$ cat src/hdl/kms_pkg.sv
// Shared types and constants for the k-way merge select unit.
// Depends on nothing; every other file of the block imports it.
package kms_pkg;

  // Fixed field widths of the streaming and configuration ports.
  localparam int RUN_W          = 3;
  localparam int CFG_W          = 4;
  localparam int CFG_TDATA_W    = 8;
  localparam logic [CFG_W-1:0] CFG_RESET = 4'd8;

  // Defaults for the top-level parameters.
  localparam int MAX_RUNS_DEF     = 8;
  localparam int KEY_BITS_DEF     = 32;
  localparam int PAYLOAD_BITS_DEF = 32;

  typedef enum logic {
    MODE_RECORD  = 1'b0,
    MODE_EXHAUST = 1'b1
  } mode_t;

  // Classification of one item, made by the front end.
  typedef struct packed {
    mode_t            mode;
    logic [RUN_W-1:0] run;
    logic             in_range;
  } item_ctl_t;

  localparam int CTL_W = $bits(item_ctl_t);

endpackage

$ cat src/hdl/kms_front.sv
// Front end of the merge select unit: configuration register and item intake.
// Depends on kms_pkg; feeds kms_fifo.
module kms_front #(
  parameter int MAX_RUNS     = kms_pkg::MAX_RUNS_DEF,
  parameter int KEY_BITS     = kms_pkg::KEY_BITS_DEF,
  parameter int PAYLOAD_BITS = kms_pkg::PAYLOAD_BITS_DEF,
  localparam int RUN_CW      = $clog2(MAX_RUNS + 1),
  localparam int IN_TDATA_W  = ((kms_pkg::RUN_W + KEY_BITS + PAYLOAD_BITS + 7) / 8) * 8,
  localparam int QW          = KEY_BITS + PAYLOAD_BITS + kms_pkg::CTL_W
) (
  input  logic                           clk,
  input  logic                           rst_n,
  input  logic                           cfg_tvalid,
  output logic                           cfg_tready,
  input  logic [kms_pkg::CFG_TDATA_W-1:0] cfg_tdata,
  input  logic                           in_tvalid,
  output logic                           in_tready,
  input  logic                           in_tuser,
  input  logic [IN_TDATA_W-1:0]          in_tdata,
  input  logic                           q_full,
  output logic                           q_push,
  output logic [QW-1:0]                  q_wdata,
  output logic [RUN_CW-1:0]              run_cnt
);
  import kms_pkg::*;

  logic [CFG_W-1:0]        cfg_r;
  item_ctl_t               ctl;
  logic [KEY_BITS-1:0]     key;
  logic [PAYLOAD_BITS-1:0] payload;

  assign cfg_tready = 1'b1;

  always_ff @(posedge clk) begin
    if (!rst_n) begin
      cfg_r <= CFG_RESET;
    end else if (cfg_tvalid) begin
      cfg_r <= cfg_tdata[CFG_W-1:0];
    end
  end

  // A register value of zero behaves as one run, values above the limit as the limit.
  always_comb begin
    if (cfg_r == '0) begin
      run_cnt = RUN_CW'(1);
    end else if (32'(cfg_r) > 32'(MAX_RUNS)) begin
      run_cnt = RUN_CW'(MAX_RUNS);
    end else begin
      run_cnt = RUN_CW'(cfg_r);
    end
  end

  always_comb begin
    ctl.mode     = mode_t'(in_tuser);
    ctl.run      = in_tdata[RUN_W-1:0];
    ctl.in_range = 32'(ctl.run) < 32'(run_cnt);
    key          = in_tdata[RUN_W +: KEY_BITS];
    payload      = in_tdata[RUN_W + KEY_BITS +: PAYLOAD_BITS];
  end

  assign in_tready = !q_full;
  assign q_push    = in_tvalid && !q_full;
  assign q_wdata   = {key, payload, ctl};

endmodule

$ cat src/hdl/kms_fifo.sv
// Two-entry queue between the front end and the selection engine.
// Imports kms_pkg but uses none of it; its width W is handed in by its parent.
module kms_fifo #(
  parameter int W = 8
) (
  input  logic         clk,
  input  logic         rst_n,
  input  logic         push,
  input  logic [W-1:0] wdata,
  input  logic         pop,
  output logic [W-1:0] rdata,
  output logic         full,
  output logic         empty
);
  import kms_pkg::*;

  logic [W-1:0] data_r [2];
  logic         wr_ptr_r;
  logic         rd_ptr_r;
  logic [1:0]   cnt_r;

  assign full  = cnt_r == 2'd2;
  assign empty = cnt_r == 2'd0;
  assign rdata = data_r[rd_ptr_r];

  always_ff @(posedge clk) begin
    if (push) begin
      data_r[wr_ptr_r] <= wdata;
    end
  end

  always_ff @(posedge clk) begin
    if (!rst_n) begin
      wr_ptr_r <= 1'b0;
      rd_ptr_r <= 1'b0;
      cnt_r    <= 2'd0;
    end else begin
      if (push) begin
        wr_ptr_r <= !wr_ptr_r;
      end
      if (pop) begin
        rd_ptr_r <= !rd_ptr_r;
      end
      if (push && !pop) begin
        cnt_r <= cnt_r + 2'd1;
      end else if (pop && !push) begin
        cnt_r <= cnt_r - 2'd1;
      end
    end
  end

endmodule

$ cat src/hdl/kms_back.sv
// Selection engine: head store, run marks, linear minimum scan and result register.
// Depends on kms_pkg; takes classified items from kms_fifo.
module kms_back #(
  parameter int MAX_RUNS     = kms_pkg::MAX_RUNS_DEF,
  parameter int KEY_BITS     = kms_pkg::KEY_BITS_DEF,
  parameter int PAYLOAD_BITS = kms_pkg::PAYLOAD_BITS_DEF,
  localparam int RUN_CW      = $clog2(MAX_RUNS + 1),
  localparam int QW          = KEY_BITS + PAYLOAD_BITS + kms_pkg::CTL_W
) (
  input  logic                      clk,
  input  logic                      rst_n,
  input  logic [RUN_CW-1:0]         run_cnt,
  input  logic                      q_empty,
  input  logic [QW-1:0]             q_rdata,
  output logic                      q_pop,
  output logic                      out_valid,
  input  logic                      out_ready,
  output logic [KEY_BITS-1:0]       out_key,
  output logic [PAYLOAD_BITS-1:0]   out_payload,
  output logic [kms_pkg::RUN_W-1:0] out_source_run,
  output logic                      out_all_done
);
  import kms_pkg::*;

  localparam int RUN_IW = $clog2(MAX_RUNS);
  localparam int MW     = KEY_BITS + PAYLOAD_BITS;

  typedef enum logic [2:0] {
    ST_IDLE,
    ST_CHECK,
    ST_SCAN,
    ST_DRAIN,
    ST_EMIT,
    ST_DONE
  } state_t;

  state_t                  state_r;
  logic [MAX_RUNS-1:0]     valid_r;
  logic [MAX_RUNS-1:0]     fin_r;
  logic [RUN_IW-1:0]       idx_r;
  logic                    cmp_v_r;
  logic [RUN_IW-1:0]       cmp_idx_r;
  logic [MW-1:0]           rd_word_r;
  logic [KEY_BITS-1:0]     best_key_r;
  logic [PAYLOAD_BITS-1:0] best_pay_r;
  logic [RUN_IW-1:0]       best_idx_r;
  logic                    have_r;
  logic                    out_valid_r;
  logic [KEY_BITS-1:0]     out_key_r;
  logic [PAYLOAD_BITS-1:0] out_pay_r;
  logic [RUN_W-1:0]        out_run_r;
  logic                    out_done_r;

  logic [MW-1:0]           head_mem [MAX_RUNS];

  item_ctl_t               ctl;
  logic [PAYLOAD_BITS-1:0] q_pay;
  logic [KEY_BITS-1:0]     q_key;
  logic [RUN_IW-1:0]       hidx;
  logic [MAX_RUNS-1:0]     used_mask;
  logic [MAX_RUNS-1:0]     hsel;
  logic                    acc;
  logic                    all_fin;
  logic                    ready_now;
  logic                    have_now;
  logic                    last_idx;
  logic                    take;
  logic                    out_free;
  logic                    emit_go;
  logic                    mem_we;
  logic [KEY_BITS-1:0]     rd_key;
  logic [PAYLOAD_BITS-1:0] rd_pay;

  always_comb begin
    ctl   = item_ctl_t'(q_rdata[CTL_W-1:0]);
    q_pay = q_rdata[CTL_W +: PAYLOAD_BITS];
    q_key = q_rdata[CTL_W + PAYLOAD_BITS +: KEY_BITS];
    hidx  = RUN_IW'(ctl.run);
    for (int i = 0; i < MAX_RUNS; i++) begin
      used_mask[i] = 32'(i) < 32'(run_cnt);
      hsel[i]      = 32'(i) == 32'(hidx);
    end
  end

  assign q_pop  = (state_r == ST_IDLE) && !q_empty;
  // An item counts only for a run in use whose head is empty and that is not finished.
  assign acc    = ctl.in_range && !valid_r[hidx] && !fin_r[hidx];
  assign mem_we = q_pop && acc && (ctl.mode == MODE_RECORD);

  assign all_fin   = &(fin_r | hsel | ~used_mask);
  assign ready_now = &(valid_r | fin_r | ~used_mask);
  assign have_now  = |(~fin_r & used_mask);
  assign last_idx  = 32'(idx_r) == (32'(run_cnt) - 32'd1);

  assign rd_key = rd_word_r[KEY_BITS-1:0];
  assign rd_pay = rd_word_r[KEY_BITS +: PAYLOAD_BITS];
  // Strict less-than keeps the lowest run on equal keys, since runs are scanned upward.
  assign take   = cmp_v_r && !fin_r[cmp_idx_r] && (!have_r || (rd_key < best_key_r));
  assign out_free = !out_valid_r || out_ready;
  assign emit_go  = ((state_r == ST_EMIT) || (state_r == ST_DONE)) && out_free;

  always_ff @(posedge clk) begin
    if (mem_we) begin
      head_mem[hidx] <= {q_pay, q_key};
    end
    rd_word_r <= head_mem[idx_r];
  end

  always_ff @(posedge clk) begin
    if (!rst_n) begin
      state_r     <= ST_IDLE;
      valid_r     <= '0;
      fin_r       <= '0;
      cmp_v_r     <= 1'b0;
      have_r      <= 1'b0;
      out_valid_r <= 1'b0;
    end else begin
      if (out_valid_r && out_ready && !emit_go) begin
        out_valid_r <= 1'b0;
      end
      cmp_v_r   <= state_r == ST_SCAN;
      cmp_idx_r <= idx_r;
      if (take) begin
        best_key_r <= rd_key;
        best_pay_r <= rd_pay;
        best_idx_r <= cmp_idx_r;
        have_r     <= 1'b1;
      end
      case (state_r)
        ST_IDLE: begin
          if (!q_empty) begin
            state_r <= ST_CHECK;
            if (acc && ctl.mode == MODE_RECORD) begin
              valid_r[hidx] <= 1'b1;
            end else if (acc) begin
              fin_r[hidx] <= 1'b1;
              if (all_fin) begin
                state_r <= ST_DONE;
              end
            end
          end
        end
        ST_CHECK: begin
          if (ready_now && have_now) begin
            idx_r   <= '0;
            have_r  <= 1'b0;
            state_r <= ST_SCAN;
          end else begin
            state_r <= ST_IDLE;
          end
        end
        ST_SCAN: begin
          idx_r <= idx_r + RUN_IW'(1);
          if (last_idx) begin
            state_r <= ST_DRAIN;
          end
        end
        ST_DRAIN: begin
          // The last head read is compared in this cycle.
          state_r <= ST_EMIT;
        end
        ST_EMIT: begin
          if (out_free) begin
            out_valid_r         <= 1'b1;
            out_key_r           <= best_key_r;
            out_pay_r           <= best_pay_r;
            out_run_r           <= RUN_W'(best_idx_r);
            out_done_r          <= 1'b0;
            valid_r[best_idx_r] <= 1'b0;
            state_r             <= ST_IDLE;
          end
        end
        ST_DONE: begin
          if (out_free) begin
            out_valid_r <= 1'b1;
            out_key_r   <= '0;
            out_pay_r   <= '0;
            out_run_r   <= '0;
            out_done_r  <= 1'b1;
            state_r     <= ST_IDLE;
          end
        end
        default: begin
          state_r <= ST_IDLE;
        end
      endcase
    end
  end

  assign out_valid      = out_valid_r;
  assign out_key        = out_key_r;
  assign out_payload    = out_pay_r;
  assign out_source_run = out_run_r;
  assign out_all_done   = out_done_r;

  // A done result is only raised once every run in use is finished.
  a_done_all_fin: assert property (@(posedge clk) disable iff (!rst_n)
    (out_valid_r && out_done_r) |-> (&(fin_r | ~used_mask)))
    else $error("done result while a run in use is unfinished");

  // The scan only runs while every unfinished run in use holds a head.
  a_scan_ready: assert property (@(posedge clk) disable iff (!rst_n)
    (state_r == ST_SCAN) |-> ready_now)
    else $error("head scan started with an empty head");

  // Emitting a record empties the head of its run.
  a_emit_clears: assert property (@(posedge clk) disable iff (!rst_n)
    (state_r == ST_EMIT && out_free) |=> !valid_r[$past(best_idx_r)])
    else $error("emitted head still marked valid");

  // Finished marks only clear on reset.
  a_fin_sticky: assert property (@(posedge clk) disable iff (!rst_n)
    $past(rst_n) |-> (($past(fin_r) & ~fin_r) == '0))
    else $error("finished mark cleared");

endmodule

$ cat src/hdl/k_way_merge_select_unit.sv
// Top level of the k-way merge select unit: front end, item queue and selection engine.
// Depends on kms_pkg, kms_front, kms_fifo and kms_back.
//
//  channel | direction | handshake             | contents
//  --------+-----------+-----------------------+--------------------------------------
//  cfg     | in        | cfg_tvalid/cfg_tready | runs_in_use in tdata[3:0]
//  in      | in        | in_tvalid/in_tready   | tuser: mode; tdata: run, key, payload
//  out     | out       | out_tvalid/out_tready | tuser: all_done; tdata: key, payload, source_run
//
// An item after which every unfinished run in use holds a head starts a scan in the
// engine over runs_in_use runs (clamped to 1..MAX_RUNS) by the single key comparator
// that walks the head memory one run per cycle.
// Other items need no scan. A two-entry queue lets the input run ahead meanwhile.
// Reset is synchronous and clears all marks; the head memory is not cleared.
// A stalled output holds the engine before it emits; the queue behind it fills and then holds the input.
module k_way_merge_select_unit #(
  parameter int MAX_RUNS     = kms_pkg::MAX_RUNS_DEF,
  parameter int KEY_BITS     = kms_pkg::KEY_BITS_DEF,
  parameter int PAYLOAD_BITS = kms_pkg::PAYLOAD_BITS_DEF,
  localparam int IN_TDATA_W  = ((kms_pkg::RUN_W + KEY_BITS + PAYLOAD_BITS + 7) / 8) * 8,
  localparam int OUT_TDATA_W = ((kms_pkg::RUN_W + KEY_BITS + PAYLOAD_BITS + 7) / 8) * 8
) (
  input  logic                            clk,
  input  logic                            rst_n,
  input  logic                            cfg_tvalid,
  output logic                            cfg_tready,
  input  logic [kms_pkg::CFG_TDATA_W-1:0] cfg_tdata,   // runs_in_use, zero padded
  input  logic                            in_tvalid,
  output logic                            in_tready,
  input  logic                            in_tuser,    // mode
  input  logic [IN_TDATA_W-1:0]           in_tdata,    // run, key, payload, zero padded
  output logic                            out_tvalid,
  input  logic                            out_tready,
  output logic                            out_tuser,   // all_done
  output logic [OUT_TDATA_W-1:0]          out_tdata    // out_key, out_payload, source_run
);
  import kms_pkg::*;

  localparam int RUN_CW = $clog2(MAX_RUNS + 1);
  localparam int QW     = KEY_BITS + PAYLOAD_BITS + CTL_W;

  logic                    q_push;
  logic                    q_pop;
  logic                    q_full;
  logic                    q_empty;
  logic [QW-1:0]           q_wdata;
  logic [QW-1:0]           q_rdata;
  logic [RUN_CW-1:0]       run_cnt;
  logic [KEY_BITS-1:0]     out_key;
  logic [PAYLOAD_BITS-1:0] out_payload;
  logic [RUN_W-1:0]        out_source_run;

  kms_front #(
    .MAX_RUNS     (MAX_RUNS),
    .KEY_BITS     (KEY_BITS),
    .PAYLOAD_BITS (PAYLOAD_BITS)
  ) u_front (
    .clk        (clk),
    .rst_n      (rst_n),
    .cfg_tvalid (cfg_tvalid),
    .cfg_tready (cfg_tready),
    .cfg_tdata  (cfg_tdata),
    .in_tvalid  (in_tvalid),
    .in_tready  (in_tready),
    .in_tuser   (in_tuser),
    .in_tdata   (in_tdata),
    .q_full     (q_full),
    .q_push     (q_push),
    .q_wdata    (q_wdata),
    .run_cnt    (run_cnt)
  );

  kms_fifo #(
    .W (QW)
  ) u_fifo (
    .clk   (clk),
    .rst_n (rst_n),
    .push  (q_push),
    .wdata (q_wdata),
    .pop   (q_pop),
    .rdata (q_rdata),
    .full  (q_full),
    .empty (q_empty)
  );

  kms_back #(
    .MAX_RUNS     (MAX_RUNS),
    .KEY_BITS     (KEY_BITS),
    .PAYLOAD_BITS (PAYLOAD_BITS)
  ) u_back (
    .clk            (clk),
    .rst_n          (rst_n),
    .run_cnt        (run_cnt),
    .q_empty        (q_empty),
    .q_rdata        (q_rdata),
    .q_pop          (q_pop),
    .out_valid      (out_tvalid),
    .out_ready      (out_tready),
    .out_key        (out_key),
    .out_payload    (out_payload),
    .out_source_run (out_source_run),
    .out_all_done   (out_tuser)
  );

  assign out_tdata = OUT_TDATA_W'({out_source_run, out_payload, out_key});

endmodule
$ cat config.mk
export PLATFORM = sky130hd
export DESIGN_NAME = k_way_merge_select_unit
export DESIGN_NICKNAME = d
export VERILOG_FILES = /design/src/hdl/kms_pkg.sv /design/src/hdl/kms_front.sv /design/src/hdl/kms_fifo.sv /design/src/hdl/kms_back.sv /design/src/hdl/k_way_merge_select_unit.sv
export SDC_FILE = /design/constraint.sdc
export NUM_CORES = 1
export LEC_CHECK = 0
export BUFFER_PORTS_ARGS = -buffer_cell sky130_fd_sc_hd__buf_2
export CAP_MARGIN = 15
export CORE_ASPECT_RATIO = 0.7
export CORE_MARGIN = 4
export CORE_UTILIZATION = 45
export CTS_CLUSTER_SIZE = 25
export DETAILED_ROUTE_END_ITERATION = 16
export PLACE_DENSITY_LB_ADDON = 0.05
export SLEW_MARGIN = 20
export SYNTH_ARGS = -nofsm -noshare
export SYNTH_HDL_FRONTEND = slang
export SYNTH_SLANG_ARGS = --single-unit
$ cat constraint.sdc
create_clock -name clk -period 11 [get_ports clk]
set_input_delay 1.1 -clock clk [delete_from_list [all_inputs] [get_ports clk]]
set_output_delay 1.1 -clock clk [all_outputs]
set_load 0.05 [all_outputs]
==> After elaboration in Yosys (flattened, before gate mapping) <==
Memories as Yosys holds them, arrays and structs flattened. A register that Yosys moved wholly into a read port is not among the register bits.
Index checks and enable logic that the tools add are counted.
{ "op_classes": {"addsub": 4, "magnitude_cmp": 16, "n_eq_ne": 21, "n_mux": 50, "bitwise": 14, "n_reduce_logical": 50} }
{ "ops": {"columns": ["op", "n"], "rows": [
  ["$pmux W32 S2", 2],
  ["$mux W32", 3],
  ["$or A8 B8 Y8", 6],
  ["$eq A3 B32 Y1", 1],
  ["$lt A32 B32 Y1", 1],
  ["$mux W3", 8],
  ["$mux W8", 3],
  ["$not A8 Y8", 3],
  ["$mux W1", 19],
  ["$logic_and A1 B1 Y1", 17],
  ["$and A8 B8 Y8", 2],
  ["$lt A3 B4 Y1 const A", 4],
  ["$pmux W8 S2", 1],
  ["$reduce_and A8 Y1", 2],
  ["$pmux W3 S5", 1],
  ["$eq A3 B3 Y1 const A", 4],
  ["$logic_not A1 Y1", 12],
  ["$lt A3 B4 Y1 const B", 3],
  ["$pmux W3 S2", 2],
  ["$reduce_and A4 Y1", 3],
  ["$ne A2 B1 Y1 const B", 5],
  ["$bmux W1 S3", 3],
  ["$lt A1 B4 Y1 const A", 2],
  ["$lt A2 B4 Y1 const A", 2],
  ["other kinds (28)", 46]
]} }
{ "totals": {"ff_bits": 171, "ram_bits": 650, "inputBits": 86, "output_inout_bits": 76, "wordCells": 176, "mem_count": 2} }
{ "mem_list": {"columns": ["name", "words", "width", "rd", "rd_ports_with_merged_regs", "write_ports", "line_no", "rtl"], "rows": [
  ["u_back.head_mem", 8, 64, 1, 1, 1, "kms_back.sv:54", "logic [MW-1:0] head_mem [MAX_RUNS];"],
  ["u_fifo.data_r", 2, 69, 1, 1, 1, "kms_fifo.sv:17", "logic [W-1:0] data_r [2];"]
]} }

==> Logic depth before layout (Yosys ltp) <==
{ "depth": {"depth_word": 12, "mapped_depth": 11, "mapped_depth_nobuf": 10} }

==> Modules after synthesis <==
A second synthesis with hierarchy kept.
{ "unflattened": {"hier_cells": 1684, "area_unflattened_um2": 33601.0} }
{ "by_module_without_submodules": {"columns": ["mod", "n_inst", "cells_each", "area_each_um2", "seq_area_each_um2"], "rows": [
  ["kms_back", 1, 1343, 27556.4, 21330.5],
  ["kms_fifo", 1, 237, 5237.5, 4244.1],
  ["kms_front", 1, 98, 765.7, 80.1],
  ["k_way_merge_select_unit", 1, 6, 41.3, 0.0]
]} }

==> Worst setup path before layout <==
No wires, ideal clock.
{ "synth_timing": {"path_kind": "register -> register", "start": "reg u_back.best_key_r[19]", "end": "reg u_back.best_idx_r[0] (enable)", "setup_ns": 0.532, "t_arrival_ns": 5.315, "required_ns": 10.468, "slack_ns": 5.153, "path_stages_with_launch": 9, "n_path_buf": 0, "synth_period_minus_slack_ns": 5.847, "path_cell_list": "edfxtp_1 inv_1 ha_1 a21o_1 a21o_1 a2111oi_0 o32ai_1 nand3b_1 a31oi_1"} }
{ "synth_via": {"elab_chain_cells": 4} }
{ "synth_lines": {"columns": ["element", "line_no", "rtl"], "rows": [
  ["start: declaration", "kms_back.sv:44", "logic [KEY_BITS-1:0] best_key_r;"],
  ["start signal: assignment", "kms_back.sv:124", "best_key_r <= rd_key;"],
  ["$lt A32 B32 Y1", "kms_back.sv:98", "assign take = cmp_v_r && !fin_r[cmp_idx_r] && (!have_r || (rd_key < best_key_r));"],
  ["$logic_or A1 B1 Y1", "kms_back.sv:98", null],
  ["$logic_and A1 B1 Y1", "kms_back.sv:98", null],
  ["$reduce_and A2 Y1 (no source line)", null, null],
  ["end signal: assignment", "kms_back.sv:126", "best_idx_r <= cmp_idx_r;"],
  ["end: declaration", "kms_back.sv:46", "logic [RUN_IW-1:0] best_idx_r;"]
]} }
Every way passes these cells.
A chain may end at the register's enable or synchronous reset.

==> impl_metrics.tcl <==
set metrics [dict create \
    grt_pass1_vias 15900 \
    clockBufferDepth 3 \
    hold_start "u_back.rd_word_r[48]$_DFF_P_" \
    crit_fanout 49 \
    status "finished, final reports clean" \
    grtUsageMet1_pct 25.2 \
    firstDrtPassIters 7 \
    synth_area_sq_mm 0.0329 \
    cts_buffers 84 \
    worstPathArrival_ns 4.78 \
    ctsHoldBuffers 0 \
    drt_wl_total_um 67100 \
    cts_root_buffer "clkbuf_16" \
    end_kind "flip-flop" \
    reg2reg_depth 7 \
    grt_max_degree 108 \
    gr-total-overflow 0 \
    place_inst 2689 \
    ant_nets 0 \
    layout.cells.non_filler 2846 \
    clock_latency_ns 0.63 \
    synth_ff_type "edfxtp_1" \
    synth.distinct_cells 55 \
    pwr_density_cell_mw_per_mm2 199 \
    hold_viol 0 \
    stdcell_area_sq_mm 0.0375 \
    place_congestion 0.825 \
    rows 82 \
    rsz0062_at_grt "false" \
    wl_per_cell_um 23.6 \
    grt.met2_usage_pct 28.1 \
    cts_tree "built" \
    slew_violations 0 \
    dr_total_vias 15200 \
    grtUsageMet3_pct 3.30 \
    fmax_mhz 220 \
    h-tree-depth 3 \
    top_usage_layer "met2" \
    max_stage_delay_ns 0.79 \
    synth_seq_cells 886 \
    place_hpwl_um 36800 \
    r2r_slack_ns 6.46 \
    synth-edff-count 791 \
    cts_resized 0 \
    maxCapViolCount 0 \
    worst_ep_required_time_ns 11.24 \
    min_to "u_back.best_pay_r[16]$_DFFE_PP_" \
    crit_chain "buf_4 -> nand2_1 -> nand2_1 -> mux2i_1 -> or3_4 -> nor2b_4 -> buf_4" \
    setup_tns_ns 0 \
    die_x_um 331 \
    hold_path.class "reg -> reg" \
    drive_gt1_share_pct 30.6 \
    p_leak_nw 12.5 \
    min_path_cells 0 \
    r2r-end "u_back.head_mem[0][35]$_DFFE_PP_" \
    period_minus_slack_ns 4.54 \
    worst_pin_slew_ns 1.14 \
    path_class "reg -> reg" \
    syn_to_final_growth_pct 14.2 \
    io_pins 162 \
    cp_num_buf_inv 2 \
    portBuffers 146 \
    ir_drop_uv 130 \
    synthCells 1614 \
    path_clk_slew_ns 0.06 \
    async_reset_ff_share_pct 0 \
    finalClockSkew_ns 0.0192 \
    setup_viol 0 \
    crit_path_start_kind "flip-flop" \
    grtUsageTotal_pct 17.6 \
    slowest_stage "buf_4" \
    vias_per_cell 5.35 \
    die_y_um 234 \
    drt-initial-drc-count 1195 \
    core-area_sq_mm 0.0719 \
    antenna_found_initial 4 \
    diodes 0 \
    drc 0 \
    seq_area_frac_synth_pct 78.1 \
    numClockSinks 886 \
    syn_area_per_cell_sq_um 20.4 \
    grt_pass1_wl_um 100000 \
    placed_cell_area_sq_mm 0.0348 \
    cp_top_family "simple AND/OR/NAND/NOR gates" \
    start_util_pct 45.7 \
    nets 1933 \
    dieArea_sq_mm 0.0775 \
    slew_headroom_pct 24.2 \
    fin_crit_sh_pct 41.3 \
    yosys_warnings 0 \
    post-cts-setup-buffer-count 0 \
]
-- state kept, by name, summed over array words and instances, names as in the netlist, 2 cells and up, named ones only --
| register | flops |
|---|---|
| u_front.cfg_r | 4 |
| u_back.out_source_run | 3 |
| u_back.state_r | 3 |
| u_back.fin_r | 8 |
| u_back.best_idx_r | 3 |
| u_back.idx_r | 3 |
| u_back.best_key_r | 32 |
| u_back.head_mem | 512 |
| u_fifo.cnt_r | 2 |
| u_back.out_payload | 32 |
| u_fifo.data_r | 138 |
| u_back.out_key | 32 |
| u_back.best_pay_r | 32 |
| u_back.valid_r | 8 |
| u_back.rd_word_r | 64 |
| u_back.cmp_idx_r | 3 |
-- placed cells by master (no fill, tap or decap), types with 28 or more instances in the layout --
cell       synthesis  layout
buf_2             11     146
and2_1            40      40
nand2_1           30      29
clkbuf_1          40      28
ha_1              38      38
inv_1             41      41
edfxtp_1         791     791
clkbuf_16          0      86
dfxtp_1           95      94
mux4_2           130     130
nor2_1            62      58
mux2_2           128     128
-- power by group --
group	switching (mW)	internal, mW	total (mW)
registers	0.0650	4.01	4.08
clock network	1.20	1.62	2.82
logic	0.396	0.184	0.580
-- cell usage after synthesis, types with 12 or more instances --
master      n  area, sq um
clkbuf_1   40          150
mux2_2    128         1440
ha_1       38          475
and2_1     40          250
nor2b_1    12         75.1
a21oi_1    26          130
edfxtp_1  791        23800
inv_1      41          154
o21ai_1    16         80.1
nand2b_1   18          113
nand2_1    30          113
mux4_2    130         2930
nor2_1     62          233
dfxtp_1    95         1900
-- layer usage --
| layer | part of all wire, % | wire, um |
|---|---|---|
| met1 | 46 | 31200 |
| met2 | 47 | 31400 |
| met3 | 4.5 | 2990 |
| met4 | 2.3 | 1540 |
| met5 | 0.051 | 34 |
-- worst register-to-register path, stage by stage (launching register included) --
cell	delay, ns
dfxtp_4	0.62
buf_4	0.75
nand2_1	0.30
nand2_1	0.16
mux2i_1	0.13
or3_4	0.57
nor2b_4	0.79
buf_4	0.81
-- stage by stage --
step	power, mW	hold WS, ns	utilization (%)	setup WS [ns]
6_report	7.48	0.402	52.2	6.46
5_1_grt	7.79	0.409	52.2	6.08
4_1_cts	7.58	0.403	52.2	6.26
3_5_place_dp	4.74	0.389	48.4	6.30
3_3_place_gp	4.71	0.386	48.4	6.31
2_1_floorplan	4.51	0.386	-	5.15
-- cell families (layout without fill, tap and decap cells) --
kind of cell	Yosys count	count (layout)	synth area share (%)
flops	886	886	78.1
mux	263	263	13.5
simple gates	205	205	3.28
buf+inv	109	371	1.40
compound gates	103	103	2.10
fa+ha+maj	38	38	1.45
xor+xnor	8	8	0.213
other cells	2	6	0.0229
-- how the worst max path moves through the flow --
stage                                                   to                             from  slack [ns]  depth (start not counted)
after CTS                 u_back.head_mem[0][16]$_DFFE_PP_                        flip-flop        6.26                          7
after global routing      u_back.head_mem[0][35]$_DFFE_PP_                        flip-flop        6.08                          7
final                     u_back.head_mem[0][35]$_DFFE_PP_                        flip-flop        6.46                          7
after detailed placement  u_back.head_mem[0][17]$_DFFE_PP_                        flip-flop        6.30                          7
after global placement    u_back.head_mem[0][19]$_DFFE_PP_                        flip-flop        6.31                          7
after floorplan             u_back.best_idx_r[0]$_DFFE_PP_  u_back.best_key_r[19]$_DFFE_PP_        5.15                          8
-- cell type report --
type / instances / area (sq um)
Clock buffer: 125 / 2410
Clock inverter: 32 / 304
Fill cell: 5650 / 34400
Inverter: 41 / 154
Multi-Input combinational cell: 623 / 6850
Sequential cell: 886 / 25700
Tap cell: 966 / 1210
Timing Repair Buffer: 173 / 946
(Power assumes the default switching activity.)
